### src/design/twdf_pkg.sv
// Shared types, constants and helpers for the time window dedup filter.
// No dependencies; used by twdf_table and time_window_dedup_filter_top.
package twdf_pkg;

  // default sizes and reset values
  localparam int          TABLE_DEPTH_DEF = 16;
  localparam int          TIME_BITS_DEF   = 48;
  localparam int          KEY_BYTES       = 16;
  localparam int          KEY_BITS        = 8 * KEY_BYTES;
  localparam int          HALF_BITS       = KEY_BITS / 2;
  localparam int          WINDOW_BITS     = 32;
  localparam int          CFG_IDX_BITS    = 8;
  localparam int          CFG_DATA_BITS   = 32;
  localparam logic [31:0] RESET_WINDOW_MS = 32'd600000;

  // configuration register indexes
  localparam logic [CFG_IDX_BITS-1:0] CFG_WINDOW_MS = 8'd0;
  localparam logic [CFG_IDX_BITS-1:0] CFG_ENABLED   = 8'd1;

  // sequencer states
  typedef enum logic [1:0] {
    ST_IDLE,
    ST_SCAN,
    ST_ADD,
    ST_DONE
  } twdf_state_t;

  // cut the key at its first zero byte and fold a..z to upper case
  function automatic logic [KEY_BITS-1:0] normalize_key(input logic [KEY_BITS-1:0] raw);
    logic [KEY_BITS-1:0] res;
    logic                ended;
    logic [7:0]          b;
    res   = '0;
    ended = 1'b0;
    for (int i = 0; i < KEY_BYTES; i++) begin
      b = raw[KEY_BITS-1-8*i -: 8];
      if (b == 8'h00) begin
        ended = 1'b1;
      end
      if (ended) begin
        b = 8'h00;
      end
      if (b >= 8'h61 && b <= 8'h7a) begin
        b = b - 8'h20;
      end
      res[KEY_BITS-1-8*i -: 8] = b;
    end
    return res;
  endfunction

endpackage

### src/design/twdf_table.sv
// Entry store for the dedup filter: key and timestamp arrays, one write
// and one registered read port. Depends on twdf_pkg for the key width.
module twdf_table #(
  parameter int DEPTH     = twdf_pkg::TABLE_DEPTH_DEF,
  parameter int TIME_BITS = twdf_pkg::TIME_BITS_DEF
) (
  input  logic                          clk,
  input  logic                          wr_en,
  input  logic [$clog2(DEPTH)-1:0]      wr_addr,
  input  logic [twdf_pkg::KEY_BITS-1:0] wr_key,
  input  logic [TIME_BITS-1:0]          wr_stamp,
  input  logic                          rd_en,
  input  logic [$clog2(DEPTH)-1:0]      rd_addr,
  output logic [twdf_pkg::KEY_BITS-1:0] rd_key,
  output logic [TIME_BITS-1:0]          rd_stamp
);

  logic [twdf_pkg::KEY_BITS-1:0] key_mem   [DEPTH];
  logic [TIME_BITS-1:0]          stamp_mem [DEPTH];
  logic [twdf_pkg::KEY_BITS-1:0] rd_key_r;
  logic [TIME_BITS-1:0]          rd_stamp_r;

  // write port
  always_ff @(posedge clk) begin
    if (wr_en) begin
      key_mem[wr_addr]   <= wr_key;
      stamp_mem[wr_addr] <= wr_stamp;
    end
  end

  // registered read port
  always_ff @(posedge clk) begin
    if (rd_en) begin
      rd_key_r   <= key_mem[rd_addr];
      rd_stamp_r <= stamp_mem[rd_addr];
    end
  end

  assign rd_key   = rd_key_r;
  assign rd_stamp = rd_stamp_r;

endmodule

### src/design/time_window_dedup_filter_top.sv
// Time window dedup filter top level: sequencer, entry ring and result beat.
// Depends on twdf_pkg and twdf_table.
//
// An item that is disabled, not listed or empty skips the walk and goes
// straight to the result stage. An item that meets an empty table goes
// straight to the append. Otherwise the single read port of the entry store
// walks every live entry once, and in that same walk one shared unit checks
// the entry's age against the window, writes survivors back in order and
// compares keys. A hit then goes to the result stage and a miss to the
// append first. The result stage waits while the output is stalled. The
// block takes one item at a time and is back in idle in the same cycle that
// the result is loaded. The next item may be taken while a finished result
// beat still waits at the output. Entries live in a ring addressed from the
// oldest, so evicting the oldest only moves the head. Config writes to a
// mapped index empty the table, and config writes are taken while no item
// is in work; a pending config write holds off the input.
module time_window_dedup_filter_top #(
  parameter int TABLE_DEPTH = twdf_pkg::TABLE_DEPTH_DEF,
  parameter int TIME_BITS   = twdf_pkg::TIME_BITS_DEF
) (
  input  logic                               clk,
  input  logic                               rst_n,
  // input channel
  input  logic                               in_valid,
  output logic                               in_stall,
  input  logic [twdf_pkg::HALF_BITS-1:0]     in_key_first_half,
  input  logic [twdf_pkg::HALF_BITS-1:0]     in_key_second_half,
  input  logic [TIME_BITS-1:0]               in_now_ms,
  input  logic                               in_listed,
  // result channel
  output logic                               out_valid,
  input  logic                               out_stall,
  output logic                               out_fire,
  // configuration channel
  input  logic                               cfg_valid,
  output logic                               cfg_ready,
  input  logic [twdf_pkg::CFG_IDX_BITS-1:0]  cfg_index,
  input  logic [twdf_pkg::CFG_DATA_BITS-1:0] cfg_data
);

  localparam int AW = $clog2(TABLE_DEPTH);
  localparam int CW = $clog2(TABLE_DEPTH + 1);
  localparam int SW = CW + 1;

  twdf_pkg::twdf_state_t state_r, state_nxt;

  logic [twdf_pkg::KEY_BITS-1:0]    key_r, key_nxt;
  logic [TIME_BITS-1:0]             now_r, now_nxt;
  logic [CW-1:0]                    count_r, count_nxt;
  logic [AW-1:0]                    head_r, head_nxt;
  logic [CW-1:0]                    i_r, i_nxt;
  logic [CW-1:0]                    w_r, w_nxt;
  logic                             rd_pend_r, rd_pend_nxt;
  logic                             hit_r, hit_nxt;
  logic                             fire_r, fire_nxt;
  logic                             out_valid_r, out_valid_nxt;
  logic                             out_fire_r, out_fire_nxt;
  logic [twdf_pkg::WINDOW_BITS-1:0] window_r, window_nxt;
  logic                             enabled_r, enabled_nxt;

  logic                             in_acc;
  logic                             cfg_acc;
  logic                             cfg_hit;
  logic                             out_free;
  logic                             scan_done;
  logic                             bypass;
  logic [twdf_pkg::KEY_BITS-1:0]    norm_key;

  // entry store hookup
  logic                             tbl_wr_en;
  logic [AW-1:0]                    tbl_wr_addr;
  logic [twdf_pkg::KEY_BITS-1:0]    tbl_wr_key;
  logic [TIME_BITS-1:0]             tbl_wr_stamp;
  logic                             tbl_rd_en;
  logic [AW-1:0]                    tbl_rd_addr;
  logic [twdf_pkg::KEY_BITS-1:0]    tbl_rd_key;
  logic [TIME_BITS-1:0]             tbl_rd_stamp;

  // ring addressing and shared age/key compare unit
  logic [SW-1:0]                    rd_sum;
  logic [SW-1:0]                    wr_sum;
  logic [SW-1:0]                    rd_phys;
  logic [SW-1:0]                    wr_phys;
  logic [TIME_BITS-1:0]             age;
  logic                             fresh;
  logic                             key_eq;
  logic [AW-1:0]                    head_inc;

  // handshakes, a config write goes ahead of a waiting item
  assign in_acc    = in_valid && !in_stall;
  assign in_stall  = (state_r != twdf_pkg::ST_IDLE) || cfg_valid;
  assign cfg_ready = (state_r == twdf_pkg::ST_IDLE);
  assign cfg_acc   = cfg_valid && cfg_ready;
  assign cfg_hit   = cfg_acc && (cfg_index == twdf_pkg::CFG_WINDOW_MS ||
                                 cfg_index == twdf_pkg::CFG_ENABLED);
  assign out_free  = !out_valid_r || !out_stall;
  assign out_valid = out_valid_r;
  assign out_fire  = out_fire_r;

  // key normalization at accept
  assign norm_key = twdf_pkg::normalize_key({in_key_first_half, in_key_second_half});
  assign bypass   = !enabled_r || !in_listed ||
                    (norm_key[twdf_pkg::KEY_BITS-1 -: 8] == 8'h00);

  assign scan_done = (i_r == count_r) && !rd_pend_r;

  // logical slot to physical slot: one compare and subtract
  assign rd_sum  = SW'(head_r) + SW'(i_r);
  assign wr_sum  = SW'(head_r) + SW'(w_r);
  assign rd_phys = (rd_sum >= SW'(TABLE_DEPTH)) ? rd_sum - SW'(TABLE_DEPTH) : rd_sum;
  assign wr_phys = (wr_sum >= SW'(TABLE_DEPTH)) ? wr_sum - SW'(TABLE_DEPTH) : wr_sum;
  assign head_inc = (head_r == AW'(TABLE_DEPTH - 1)) ? '0 : head_r + AW'(1);

  // signed age against the window, key match
  assign age    = now_r - tbl_rd_stamp;
  assign fresh  = age[TIME_BITS-1] ||
                  (age < TIME_BITS'(window_r));
  assign key_eq = (tbl_rd_key == key_r);

  // next state
  always_comb begin
    state_nxt = state_r;
    case (state_r)
      twdf_pkg::ST_IDLE: begin
        if (in_acc) begin
          if (bypass) begin
            state_nxt = twdf_pkg::ST_DONE;
          end else if (count_r == '0) begin
            state_nxt = twdf_pkg::ST_ADD;
          end else begin
            state_nxt = twdf_pkg::ST_SCAN;
          end
        end
      end
      twdf_pkg::ST_SCAN: begin
        if (scan_done) begin
          state_nxt = hit_r ? twdf_pkg::ST_DONE : twdf_pkg::ST_ADD;
        end
      end
      twdf_pkg::ST_ADD: begin
        state_nxt = twdf_pkg::ST_DONE;
      end
      twdf_pkg::ST_DONE: begin
        if (out_free) begin
          state_nxt = twdf_pkg::ST_IDLE;
        end
      end
      default: begin
        state_nxt = twdf_pkg::ST_IDLE;
      end
    endcase
  end

  // datapath and table control
  always_comb begin
    key_nxt       = key_r;
    now_nxt       = now_r;
    count_nxt     = count_r;
    head_nxt      = head_r;
    i_nxt         = i_r;
    w_nxt         = w_r;
    rd_pend_nxt   = 1'b0;
    hit_nxt       = hit_r;
    fire_nxt      = fire_r;
    window_nxt    = window_r;
    enabled_nxt   = enabled_r;
    tbl_wr_en     = 1'b0;
    tbl_wr_addr   = wr_phys[AW-1:0];
    tbl_wr_key    = tbl_rd_key;
    tbl_wr_stamp  = tbl_rd_stamp;
    tbl_rd_en     = 1'b0;
    tbl_rd_addr   = rd_phys[AW-1:0];
    case (state_r)
      twdf_pkg::ST_IDLE: begin
        if (in_acc) begin
          key_nxt  = norm_key;
          now_nxt  = in_now_ms;
          i_nxt    = '0;
          w_nxt    = '0;
          hit_nxt  = 1'b0;
          fire_nxt = 1'b0;
        end
      end
      twdf_pkg::ST_SCAN: begin
        // issue the next read
        if (i_r != count_r) begin
          tbl_rd_en   = 1'b1;
          i_nxt       = i_r + CW'(1);
          rd_pend_nxt = 1'b1;
        end
        // check the entry read last cycle, keep it in order if fresh
        if (rd_pend_r && fresh) begin
          tbl_wr_en = 1'b1;
          w_nxt     = w_r + CW'(1);
          if (key_eq) begin
            hit_nxt = 1'b1;
          end
        end
        if (scan_done) begin
          count_nxt = w_r;
        end
      end
      twdf_pkg::ST_ADD: begin
        // append; a full table overwrites the oldest and moves the head
        tbl_wr_en    = 1'b1;
        tbl_wr_key   = key_r;
        tbl_wr_stamp = now_r;
        fire_nxt     = 1'b1;
        if (w_r == CW'(TABLE_DEPTH)) begin
          head_nxt = head_inc;
        end else begin
          count_nxt = w_r + CW'(1);
        end
      end
      default: begin
      end
    endcase
    // config writes empty the table
    if (cfg_hit) begin
      count_nxt = '0;
      head_nxt  = '0;
      if (cfg_index == twdf_pkg::CFG_WINDOW_MS) begin
        window_nxt = cfg_data[twdf_pkg::WINDOW_BITS-1:0];
      end else begin
        enabled_nxt = cfg_data[0];
      end
    end
  end

  // result beat register
  always_comb begin
    out_valid_nxt = out_valid_r;
    out_fire_nxt  = out_fire_r;
    if (out_valid_r && !out_stall) begin
      out_valid_nxt = 1'b0;
    end
    if (state_r == twdf_pkg::ST_DONE && out_free) begin
      out_valid_nxt = 1'b1;
      out_fire_nxt  = fire_r;
    end
  end

  // control registers
  always_ff @(posedge clk) begin
    if (!rst_n) begin
      state_r     <= twdf_pkg::ST_IDLE;
      count_r     <= '0;
      head_r      <= '0;
      i_r         <= '0;
      w_r         <= '0;
      rd_pend_r   <= 1'b0;
      hit_r       <= 1'b0;
      fire_r      <= 1'b0;
      out_valid_r <= 1'b0;
      window_r    <= twdf_pkg::RESET_WINDOW_MS;
      enabled_r   <= 1'b0;
    end else begin
      state_r     <= state_nxt;
      count_r     <= count_nxt;
      head_r      <= head_nxt;
      i_r         <= i_nxt;
      w_r         <= w_nxt;
      rd_pend_r   <= rd_pend_nxt;
      hit_r       <= hit_nxt;
      fire_r      <= fire_nxt;
      out_valid_r <= out_valid_nxt;
      window_r    <= window_nxt;
      enabled_r   <= enabled_nxt;
    end
  end

  // payload registers
  always_ff @(posedge clk) begin
    key_r      <= key_nxt;
    now_r      <= now_nxt;
    out_fire_r <= out_fire_nxt;
  end

  twdf_table #(
    .DEPTH     (TABLE_DEPTH),
    .TIME_BITS (TIME_BITS)
  ) u_table (
    .clk      (clk),
    .wr_en    (tbl_wr_en),
    .wr_addr  (tbl_wr_addr),
    .wr_key   (tbl_wr_key),
    .wr_stamp (tbl_wr_stamp),
    .rd_en    (tbl_rd_en),
    .rd_addr  (tbl_rd_addr),
    .rd_key   (tbl_rd_key),
    .rd_stamp (tbl_rd_stamp)
  );

  // fill count never passes the table size
  a_count_bound: assert property (@(posedge clk) disable iff (!rst_n)
    count_r <= CW'(TABLE_DEPTH))
    else $error("entry count above table depth");

  // compaction write pointer never overtakes the read pointer
  a_w_behind_i: assert property (@(posedge clk) disable iff (!rst_n)
    (state_r == twdf_pkg::ST_SCAN) |-> (w_r <= i_r))
    else $error("write pointer ahead of read pointer");

  // an append is always followed by the result stage
  a_add_done: assert property (@(posedge clk) disable iff (!rst_n)
    (state_r == twdf_pkg::ST_ADD) |=> (state_r == twdf_pkg::ST_DONE))
    else $error("append not followed by result");

  // a config write leaves the table empty
  a_cfg_clear: assert property (@(posedge clk) disable iff (!rst_n)
    cfg_hit |=> (count_r == '0))
    else $error("config write did not empty table");

  // a result beat with fire set comes only after an append
  a_fire_src: assert property (@(posedge clk) disable iff (!rst_n)
    (state_r == twdf_pkg::ST_DONE && fire_r) |-> (w_r <= CW'(TABLE_DEPTH) && !hit_r))
    else $error("fire without append");

endmodule

### config.mk
export PLATFORM = sky130hd
export DESIGN_NAME = time_window_dedup_filter_top
export DESIGN_NICKNAME = d
export VERILOG_FILES = /design/src/design/twdf_pkg.sv /design/src/design/twdf_table.sv /design/src/design/time_window_dedup_filter_top.sv
export SDC_FILE = /design/constraint.sdc
export NUM_CORES = 2
export LEC_CHECK = 0
export BUFFER_PORTS_ARGS = -buffer_cell sky130_fd_sc_hd__buf_4
export CORE_ASPECT_RATIO = 0.7
export CORE_MARGIN = 2
export CORE_UTILIZATION = 45
export CTS_CLUSTER_DIAMETER = 40
export DETAILED_ROUTE_END_ITERATION = 7
export PLACE_DENSITY_LB_ADDON = 0.2
export SYNTH_ARGS = -nofsm -noshare
export SYNTH_HDL_FRONTEND = slang
export SYNTH_SLANG_ARGS = --single-unit
export TNS_END_PERCENT = 1
### constraint.sdc
create_clock -name clk -period 18.05 [get_ports clk]
set_input_delay 2.7075 -clock clk [delete_from_list [all_inputs] [get_ports clk]]
set_output_delay 2.7075 -clock clk [all_outputs]
set_load 0.005 [all_outputs]
==> results.toml <==
[layout]
num-fill-cells = 22400
multi_input_area_um2 = 31400
final_nets = 7700
fin_area_um2 = 149000
seq_area_um2 = 96300
synthToLayoutAreaGrowth_pct = 15.0
drive_gt1_frac = 0.245

[placed_design]
hpwl_um = 194000
placed_area_um2 = 136000
routabilityCongestion = 0.904
dpl_worst_slack_ps = 8190
portBuffers = 225

[global_routing]
grt_max_degree = 123
grt_pass1_vias = 68400
grt_usage = 0.238
grt_pass1_wl_um = 502000
overflow = 0
antenna_found_initial = 16

[cts]
cts_max_level = 5
post_cts_resized = 0
cts.sinks = 3227
tritoncts = "built"
cts_buffer_depth = 4
post_cts_buffers = 0
cts_buffers = 375
ctsHoldBuffers = 0
path_clk_slew_ps = 60
clock_latency_ps = 920
root_buffer = "clkbuf_16"

[timing]
period_share = 0.546
worst_pin_slew_ps = 1200
fin_ws_ps = 8190
skew_ps = 68.3
fin_hold_ws_ps = 465
relSlewSlack = 0.194
setup-violations-final = 0
finalSetupTns_ps = 0
rsz0062_at_grt = "no"
maxSlewViolCount = 0
clock.fmax_ghz = 0.101
min_period_ps = 9860
finalHoldViolations = 0

[synthesis]
synth-seq-cells = 3227
synth_area_per_cell_um2 = 18.6
yosysWarningCount = 0
yosysUniqueCellTypes = 83
synth_fp_nets = 7284
synth.most_common_cell = "edfxtp_1"
ys_seq_area_frac = 0.745
synthSimpleGateAreaFrac = 0.0542
synth-async-reset-ratio = 0
ys.flop_type = "edfxtp_1"
syn_area_um2 = 129000
synth_compound_area_frac = 0.0286
synth_fa_ha_area_frac = 0.0109
syn_inst = 6951
synth_edf_count = 3169
synth-xor-area-share = 0.0126
synth_mux_area_frac = 0.135
synth_common_cells = "edfxtp_1 (3169), nand2_1 (919), mux4_2 (704)"
synth_top_family_by_area = "multiplexers"
synth_top_area_cell = "edfxtp_1"
synth.top_cells.by_area = "edfxtp_1 (74%), mux4_2 (12%), nand2_1 (2.7%)"
yosysTopAreaCellShare = 0.736

[setup_path]
path_class = "register to register"
end_kind = "register"
cp-startpoint = "now_r[0]$_DFFE_PP_"
slowest_delay_ps = 920
reg2reg_from = "now_r[0]$_DFFE_PP_"
cp.arrival_ps = 10380
worst_ep_required_time_ps = 18570
cp_max_fo = 49
cp_slowest_cell = "buf_4"
crit_path_start_kind = "register"

[detailed_routing]
wl_um = 350000
viasPerCell = 5.99
route.antenna.remaining_nets = 0
first_iter_violations = 8493
firstDrtPassIters = 7
vias = 68900
wire_per_inst_um = 30.5
drc = 0

[pwr]
ir_worst_vdd_uv = 119
static-leakage-power_nw = 48.6
p_total_w = 0.0191
power_density_nw_per_um2 = 128

[floorplan]
rows = 164
die_h_um = 452
start_util = 0.453
fp.dieW_um = 645
fp.coreArea_um2 = 285000
dieArea_um2 = 292000
ios = 226

[hold_path]
min_path_type = "register to register"
worstHoldStart = "window_r[25]$_SDFFE_PN0P_"

[run]
maxCapViolCount = 0

[outcome]
outcome = "finished clean"
==> stage by stage <==
step	std cells	utilization
floorplan	6951	-
global placement	10800	0.477
detailed placement	10800	0.477
CTS	11500	0.521
global route	11500	0.521
finish	11500	0.521
==> worst max-delay path: cells and delay by family (launching register included) <==
family	cells	cell delay, ps
and+or+nand+nor	8	2130
xor gates and xnor gates	1	230
AOI/OAI and AO/OA	9	3080
adders and majority gates	3	930
buffers and inverters	5	2600
DFF	1	380
==> cell type report <==
| type | count | share of cell area |
|---|---|---|
| multi-input cells | 3254 | 0.211 |
| repair buffers | 393 | 0.0214 |
| clock buffers | 429 | 0.0659 |
| well taps | 3818 | 0.0321 |
| clock inverters | 253 | 0.0182 |
| diodes | 3 | 0.0000505 |
| inverters | 116 | 0.00298 |
| flip-flops and latches | 3227 | 0.648 |
==> report_power, final <==
group / switching, W / total [W] / internal, W
Clock: 0.00313 / 0.00761 / 0.00449
Combinational: 0.00156 / 0.00219 / 0.000636
Sequential: 0.0000926 / 0.00925 / 0.00916
==> layer usage <==
layer  share of wire  routed length [um]  track usage  vias to the layer above
met5        0.000026                   9            0                        -
met4           0.019                6760       0.0509                        2
met3           0.081               28400       0.0423                      412
met2            0.45              159000        0.362                     2940
met1            0.45              156000        0.362                    36800
li1                -                   -            -                    28800
==> final timing paths <==
check	to	slack [ps]	depth (start not counted)
hold / removal	window_r[25]$_SDFFE_PN0P_	460	2
setup reg to reg	u_table.key_mem[6][62]$_DFFE_PP_	8190	26
setup / recovery	u_table.key_mem[6][62]$_DFFE_PP_	8190	26
hold reg to reg	window_r[25]$_SDFFE_PN0P_	460	2
==> flip-flops by register name, indices dropped and copies added, names as in the netlist, 2 cells and up <==
name               cells
u_table.key_mem     2048
u_table.stamp_mem    768
key_r                128
u_table.rd_key       128
now_r                 48
u_table.rd_stamp      48
window_r              32
count_r                5
i_r                    5
w_r                    5
head_r                 4
state_r                2
==> cells in the final DEF, fill, tap and decap left out, types with 31 or more instances in the layout <==
cell type and n:
edfxtp_1 3169, nand2_1 919, mux4_2 704, clkbuf_16 385
buf_4 373, and3_1 196, a31oi_1 187, mux2_2 131
a21oi_1 129, inv_1 115, o21ai_0 114, ha_1 106
nor2_1 102, xnor2_1 97, xor2_1 85, and2_1 71
nand4_1 61, dfxtp_1 58, clkinv_1 44, clkinv_2 43
clkbuf_1 43, inv_6 38, bufinv_16 37, clkinvlp_4 36
clkinv_4 33, nor3_1 31
==> cell families after synthesis <==
kind of cell / count (synthesis)
mux: 841
simple gates: 1533
buf+inv: 470
flops: 3227
fa+ha+maj: 111
xor+xnor: 186
compound gates: 583
(Power assumes the default switching activity.)
